===== src/rtl/core/srfa_pkg.sv =====
// ----------------------------------------------------------------------------
// srfa_pkg
// Shared widths and constants for the swing rotation block.
// ----------------------------------------------------------------------------
package srfa_pkg;

   localparam int unsigned DATA_W    = 16;
   localparam int unsigned THR_W     = 15;
   localparam int unsigned DIV_BITS  = 15;
   localparam int unsigned DEN_W     = 33;
   localparam int unsigned REM_W     = 34;
   localparam int unsigned NUM_W     = 35;
   localparam int unsigned LANES     = 9;

   localparam logic signed [16:0] Q_ONE = 17'sd16384;
   localparam logic [THR_W-1:0]   THR_RESET = 15'd16;

endpackage


===== src/rtl/core/srfa_div_lane.sv =====
// ----------------------------------------------------------------------------
// srfa_div_lane
// Pipelined restoring divider, one quotient bit per stage.
// ----------------------------------------------------------------------------
module srfa_div_lane (
   input  logic                            clock,
   input  logic                            en,
   input  logic [srfa_pkg::REM_W-1:0]      start_rem,
   input  logic [srfa_pkg::DEN_W-1:0]      start_den,
   input  logic                            start_neg,
   output logic [srfa_pkg::DIV_BITS-1:0]   quo,
   output logic                            neg
);
   localparam int unsigned NSTG = srfa_pkg::DIV_BITS;

   logic [srfa_pkg::REM_W-1:0]    rem_ff [NSTG+1];
   logic [srfa_pkg::DEN_W-1:0]    den_ff [NSTG+1];
   logic                          neg_ff [NSTG+1];
   logic [NSTG-1:0]               quo_ff [NSTG+1];

   always_ff @(posedge clock) begin
      if (en) begin
         rem_ff[0] <= start_rem;
         den_ff[0] <= start_den;
         neg_ff[0] <= start_neg;
         quo_ff[0] <= '0;
      end
   end

   for (genvar i = 0; i < NSTG; i++) begin : g_stage
      logic [srfa_pkg::REM_W:0]   trial;
      logic [srfa_pkg::REM_W:0]   dsr;
      logic                       ge;
      logic [srfa_pkg::REM_W-1:0] rem_in;
      logic [srfa_pkg::REM_W:0]   diff;

      always_comb begin
         trial  = {rem_ff[i], den_ff[i][NSTG-1-i]};
         dsr    = {1'b0, den_ff[i], 1'b0};
         ge     = (trial >= dsr);
         diff   = trial - dsr;
         rem_in = ge ? diff[srfa_pkg::REM_W-1:0] : trial[srfa_pkg::REM_W-1:0];
      end

      always_ff @(posedge clock) begin
         if (en) begin
            rem_ff[i+1] <= rem_in;
            den_ff[i+1] <= den_ff[i];
            neg_ff[i+1] <= neg_ff[i];
            quo_ff[i+1] <= {quo_ff[i][NSTG-2:0], ge};
         end
      end
   end

   assign quo = quo_ff[NSTG];
   assign neg = neg_ff[NSTG];
endmodule


===== config.mk =====
export PLATFORM = sky130hd
export DESIGN_NAME = srfa_div_lane
export DESIGN_NICKNAME = d
export VERILOG_FILES = /design/src/rtl/core/srfa_pkg.sv /design/src/rtl/core/srfa_div_lane.sv
export SDC_FILE = /design/constraint.sdc
export NUM_CORES = 2
export LEC_CHECK = 0
export BUFFER_PORTS_ARGS = -buffer_cell sky130_fd_sc_hd__buf_4
export CELL_PAD_IN_SITES_DETAIL_PLACEMENT = 1
export CELL_PAD_IN_SITES_GLOBAL_PLACEMENT = 2
export CORE_AREA = 8 8 410 412
export DETAILED_ROUTE_END_ITERATION = 10
export DIE_AREA = 0 0 418 420
export MAX_ROUTING_LAYER = met4
export PLACE_DENSITY = 0.78
export SYNTH_ARGS = -nofsm -noshare
export SYNTH_HDL_FRONTEND = slang
export SYNTH_SLANG_ARGS = --single-unit

===== constraint.sdc =====
create_clock -name clock -period 4.6 [get_ports clock]
set_clock_uncertainty 0.2 [all_clocks]
set_input_delay 0.92 -clock clock [delete_from_list [all_inputs] [get_ports clock]]
set_output_delay 0.92 -clock clock [all_outputs]
set_load 0.02 [all_outputs]

Word-level counts from Yosys, hierarchy flattened
Memory sizes are Yosys's and may differ from the RTL's.
Index checks and enable logic that the tools add are counted.

storage, ports and cells
  word-level logic and storage cells = 51
  register bits after elaboration = 0
  input bits = 70
  memories kept = 4
  memory bits (writable) = 1328
  output and inout bits = 16

cells by class
  multiplexer cells = 17
  add/subtract/negate cells = 15
  $lt $le $gt $ge = 15

memories
  name    words  bits a word  rd ports  clocked after memory_dff  write ports  RTL line             RTL
  rem_ff  16     34           15        0                         16           srfa_div_lane.sv:16  logic [srfa_pkg::REM_W-1:0] rem_ff [NSTG+1];
  den_ff  16     33           15        0                         16           srfa_div_lane.sv:17  logic [srfa_pkg::DEN_W-1:0] den_ff [NSTG+1];
  quo_ff  16     15           16        0                         16           srfa_div_lane.sv:19  logic [NSTG-1:0] quo_ff [NSTG+1];
  neg_ff  16     1            16        0                         16           srfa_div_lane.sv:18  logic neg_ff [NSTG+1];

operators by type and width
  kind                                          count
  greater-or-equal comparator 35 x 34 -> 1 bit  15
  two-way mux 34 bit                            15
  subtractor 34 bit                             15
  two-way mux 1 bit                             2

Depth between registers and ports, before layout
An unclocked memory read counts as a cell.

  word-level depth = 3
  depth in mapped cells = 16
  gate-level depth less buffers = 15

Least setup slack after synthesis
Ideal clock, no wire load.

  path type = register to register
  start point = memory den_ff[6][0] (netlist bit)
  end point = memory rem_ff[0][252] (netlist bit) (data pin)
  cell stages (with the launch flop) = 14
  data arrival time = 3.371 ns
  required time = 4.140 ns
  library setup time = 0.260 ns
  slack = 0.769 ns
  path through = edfxtp_1 -> ha_1 -> fa_1 -> nand2b_1 -> a21boi_0 -> o211ai_1 -> a211oi_1 -> o21ba_2 -> o311ai_0 -> o21ai_0 -> a41o_1 -> clkbuf_1 -> buf_2 -> mux2_2

RTL lines
  what             RTL line
  start, declared  srfa_div_lane.sv:17
  end, declared    srfa_div_lane.sv:16

==> impl_results.rst <==
.. list-table::
   :header-rows: 1

   * - Metric
     - Value
   * - Run status
     - finished, final reports clean
   * - Net switching share of the total power
     - 37.1%
   * - Count of antenna-violating nets left after detailed routing
     - 0
   * - Nets@finish
     - 6,590
   * - Global-route wire length before repair
     - 247,000 µm
   * - Ratio of cells with drive above 1 in the final layout
     - 10.0%
   * - Cells after synthesis
     - 5,791
   * - Smallest hold slack
     - 0.139 ns
   * - Final setup viols
     - 0
   * - Pin count of the biggest net entering global routing
     - 139
   * - Leakage power
     - 30.6 nW
   * - Post-Synthesis Mean Instance Area
     - 11.1 µm²
   * - Maximum vdd ir drop
     - 415 µV
   * - Die area
     - 176,000 µm²
   * - Vias
     - 43,200
   * - Hold Path Depth
     - 1
   * - Level count of the clock H-tree
     - 4
   * - Worst reg2reg endpoint
     - rem_ff[1][44]
   * - Synthesis Warnings
     - 0
   * - Fraction of synthesized cell area taken by the top area cell type
     - 52.7%
   * - Drt via density
     - 5.21
   * - Kind of capture point of the worst setup path
     - flop
   * - Worst-case reg-to-reg path depth
     - 15
   * - Post-synthesis adder-cell area fraction
     - 10.1%
   * - Parity-gate share of the synthesized area counting xor and xnor cells
     - 5.30%
   * - Number of antenna violations at the first check in global routing
     - 0
   * - Area delta synth->final
     - 13.7%
   * - Number of DRC violations after detailed routing
     - 0
   * - Library cell occupying the most area in the post-synthesis netlist
     - sky130_fd_sc_hd__edfxtp_1
   * - Critical-path maximum fanout
     - 34
   * - Clock input transition at the sequential cells of the worst setup and hold paths
     - 0.05 ns
   * - Most area-consuming cells after synthesis
     - sky130_fd_sc_hd__edfxtp_1 (53%), sky130_fd_sc_hd__ha_1 (9.6%), sky130_fd_sc_hd__a21oi_1 (4.0%), sky130_fd_sc_hd__a21o_1 (3.8%), sky130_fd_sc_hd__inv_1 (3.6%)
   * - Most common library cell in the layout ignoring fill and taps
     - sky130_fd_sc_hd__edfxtp_1
   * - I/O pin total
     - 86
   * - Type of the most critical hold path
     - in -> reg
   * - Total setup buffers inserted after CTS
     - 0
   * - Final Wtd Congestion
     - 0.888
   * - IO buf count
     - 85
   * - Sink count of the clock tree
     - 1,127
   * - Compound-Gate Fraction of Synth Area
     - 15.8%
   * - Areal power density over the cells
     - 699 nW/µm²
   * - Worst reg2reg startpoint
     - den_ff[8][7]
   * - Clock tree from TritonCTS
     - built
   * - CP Data Required Time
     - 4.90 ns
   * - Endpoint arrival time on the critical path
     - 4.73 ns
   * - Clock power share
     - 21.2%
   * - Worst hold endpoint
     - rem_ff[0][8]
   * - Highest-count cells in the layout ignoring fill and taps
     - sky130_fd_sc_hd__edfxtp_1 (1,127), sky130_fd_sc_hd__inv_1 (610), sky130_fd_sc_hd__a21oi_1 (514), sky130_fd_sc_hd__ha_1 (494), sky130_fd_sc_hd__nand2_1 (426)
   * - Setup CP Type
     - reg -> reg
   * - Core outline area
     - 162,000 µm²
   * - Number of standard cells in the final layout excluding fillers
     - 8,294
   * - Setup repair after global routing missed its margin
     - false
   * - Setup slack of the most critical reg-to-reg path
     - 0.16 ns
   * - Die Y
     - 420 µm
   * - Comb pwr share
     - 46.0%
   * - Part of the cycle the worst path needs
     - 96.4%
   * - Max cap viols
     - 0
   * - Count of state elements after synthesis
     - 1,127
   * - Fraction of synthesized area in multiplexers
     - 2.38%
   * - Cell count after placement
     - 8,043
   * - Sequential group share of total power
     - 32.8%
   * - Sum of routed wire length over all layers
     - 156,000 µm
   * - Number of distinct library cell variants in the gate-level netlist after synthesis
     - 88
   * - Number of hold-repair buffers added at the cts stage
     - 0
   * - Grt ovf
     - 0
   * - Headroom to the max-slew limit
     - 42.4%
   * - Actual slew at the worst max-slew pin
     - 0.861 ns
   * - Asr flop ratio synth
     - 0%
   * - FMAX
     - 225 MHz
   * - Clk Latency, worst-skew pair
     - 0.75 ns
   * - Via count of the first global-routing pass
     - 47,600
   * - Number of standard-cell rows in the floorplan
     - 148
   * - Setup crit start kind
     - flop
   * - Main flop type after synthesis
     - sky130_fd_sc_hd__edfxtp_1
   * - Die X
     - 418 µm
   * - Number of enable flip-flop cells after synthesis
     - 1,127
   * - Combinational family with the most area after synthesis
     - compound AO/OA/AOI/OAI gates
   * - Initial core utilization
     - 39.7%
   * - Per-cell routed wire length
     - 18.8 µm
   * - Inserted Clock Buffers
     - 141
   * - Synth Cell Area
     - 64,200 µm²
   * - Placed wire-length estimate after detailed placement
     - 122,000 µm
   * - Number of pins with negative max-slew slack in the final report
     - 0
   * - Internal Pwr Total
     - 0.0321 W
   * - Hold Startpoint
     - start_rem[8]
   * - Synthesized netlist net count
     - 6,369
   * - Clock root cell
     - sky130_fd_sc_hd__clkbuf_16
   * - Total iterations of the first detailed-routing run
     - 5
   * - Overall routing resource usage
     - 17.9%
   * - Time the final worst path needs with I/O delays and setup
     - 4.44 ns
   * - Final Hold Vio Count
     - 0
   * - First-iteration detailed-routing DRC count
     - 1,587
   * - Portion of the post-synthesis area used by sequential elements
     - 52.7%
   * - Switching power total
     - 0.0189 W
   * - Post-Synth Simple-Gate Area
     - 9.12%
   * - Buffer depth of the longest clock path
     - 3
   * - Setup_tns
     - 0 ns
   * - Total of fill cells in the finished design
     - 17,300
-- stage by stage --
stage / power [W] / worst slack, ns / utilization (%) / instance area [µm²]
floorplan: 0.0334 / 0.769 / - / 64200
global placement: 0.0399 / 0.0422 / 42.4 / 68500
detailed placement: 0.0404 / -0.0134 / 42.4 / 68500
CTS: 0.0516 / 0.00359 / 45.1 / 73000
global route: 0.0546 / 0.0233 / 45.2 / 73000
finish: 0.0510 / 0.164 / 45.2 / 73000
-- layout make-up --
| type | count | area [µm²] | share of cell area [%] |
|---|---|---|---|
| Inverter | 610 | 2290 | 3.14 |
| Sequential cell | 1127 | 33800 | 46.3 |
| Tap cell | 2175 | 2720 | 3.73 |
| Timing Repair Buffer | 230 | 2080 | 2.85 |
| Clock inverter | 67 | 641 | 0.877 |
| Antenna cell | 3 | 7.51 | 0.0103 |
| Clock buffer | 180 | 3870 | 5.29 |
| Multi-Input combinational cell | 3902 | 27600 | 37.8 |
-- cell families after synthesis --
logic type,after synthesis
compound gates,1611
simple gates,1256
flops,1127
buf+inv,763
fa+ha+maj,508
xor+xnor,389
mux,137
-- worst max-delay path by stage --
stage	to	slack, ns	startpoint	depth (start not counted)
6_report	rem_ff[1][44]	0.16	den_ff[8][7]	15
5_1_grt	rem_ff[1][146]	0.02	den_ff[11][0]	15
4_1_cts	rem_ff[0][174]	0.004	den_ff[4][11]	13
3_5_place_dp	rem_ff[1][40]	-0.01	den_ff[8][7]	15
3_3_place_gp	rem_ff[1][37]	0.04	den_ff[8][7]	15
2_1_floorplan	rem_ff[0][252]	0.77	den_ff[6][0]	13
-- state kept, by name, indices dropped and copies added (netlist names) --
| signal | flops |
|---|---|
| rem_ff | 496 |
| quo_ff | 120 |
| neg_ff | 16 |
| den_ff | 495 |
-- metal layers --
layer  routed length (µm)  track usage (%)  vias up
li1                     -                -    21500
met5                    0                -        -
met4                 9550             9.62        0
met1                55500             16.2    20800
met2                87100             35.8      515
met3                 3570             2.48      399
-- timing repair --
item | 4_1_cts | 5_1_grt
cloned | 0 | 1
resized for setup | 1 | 6
endpoints found under the setup margin | 3 | 101
pin swaps | 0 | 1
-- synthesized netlist by cell type (52+ instances only) --
master                     count
sky130_fd_sc_hd__o21bai_1     53
sky130_fd_sc_hd__xor2_1      154
sky130_fd_sc_hd__nor2b_1      68
sky130_fd_sc_hd__edfxtp_1   1127
sky130_fd_sc_hd__xnor2_1     235
sky130_fd_sc_hd__nand4_1      75
sky130_fd_sc_hd__nand3_1      75
sky130_fd_sc_hd__mux2_2      121
sky130_fd_sc_hd__nand2b_1     57
sky130_fd_sc_hd__ha_1        494
sky130_fd_sc_hd__o21ai_0     336
sky130_fd_sc_hd__inv_1       610
sky130_fd_sc_hd__a21oi_1     515
sky130_fd_sc_hd__a21o_1      329
sky130_fd_sc_hd__clkbuf_1    106
sky130_fd_sc_hd__a31oi_1      52
sky130_fd_sc_hd__nand2_1     427
sky130_fd_sc_hd__nor2_1      353
-- critical path, stage by stage, from the launching register on --
cell and delay, ns:
sky130_fd_sc_hd__edfxtp_1 0.37, sky130_fd_sc_hd__inv_1 0.16, sky130_fd_sc_hd__ha_1 0.31, sky130_fd_sc_hd__and2_1 0.17
sky130_fd_sc_hd__nand4_1 0.29, sky130_fd_sc_hd__a21oi_1 0.12, sky130_fd_sc_hd__o21ai_1 0.19, sky130_fd_sc_hd__a31oi_1 0.11
sky130_fd_sc_hd__buf_4 0.17, sky130_fd_sc_hd__o21ai_1 0.33, sky130_fd_sc_hd__o21ai_1 0.26, sky130_fd_sc_hd__a211oi_2 0.33
sky130_fd_sc_hd__o31ai_1 0.20, sky130_fd_sc_hd__a41oi_4 0.28, sky130_fd_sc_hd__buf_12 0.24, sky130_fd_sc_hd__mux2_2 0.37
-- power groups by stage --
stage | Sequential [W] | Clock [W] | Combinational (W)
3_3_place_gp | 0.0169 | 0 | 0.0230
2_1_floorplan | 0.0163 | 0 | 0.0172
5_1_grt | 0.0170 | 0.0115 | 0.0261
3_5_place_dp | 0.0170 | 0 | 0.0235
4_1_cts | 0.0168 | 0.0112 | 0.0236
6_report | 0.0167 | 0.0108 | 0.0235
No activity file was read; power rests on OpenSTA's default activity.
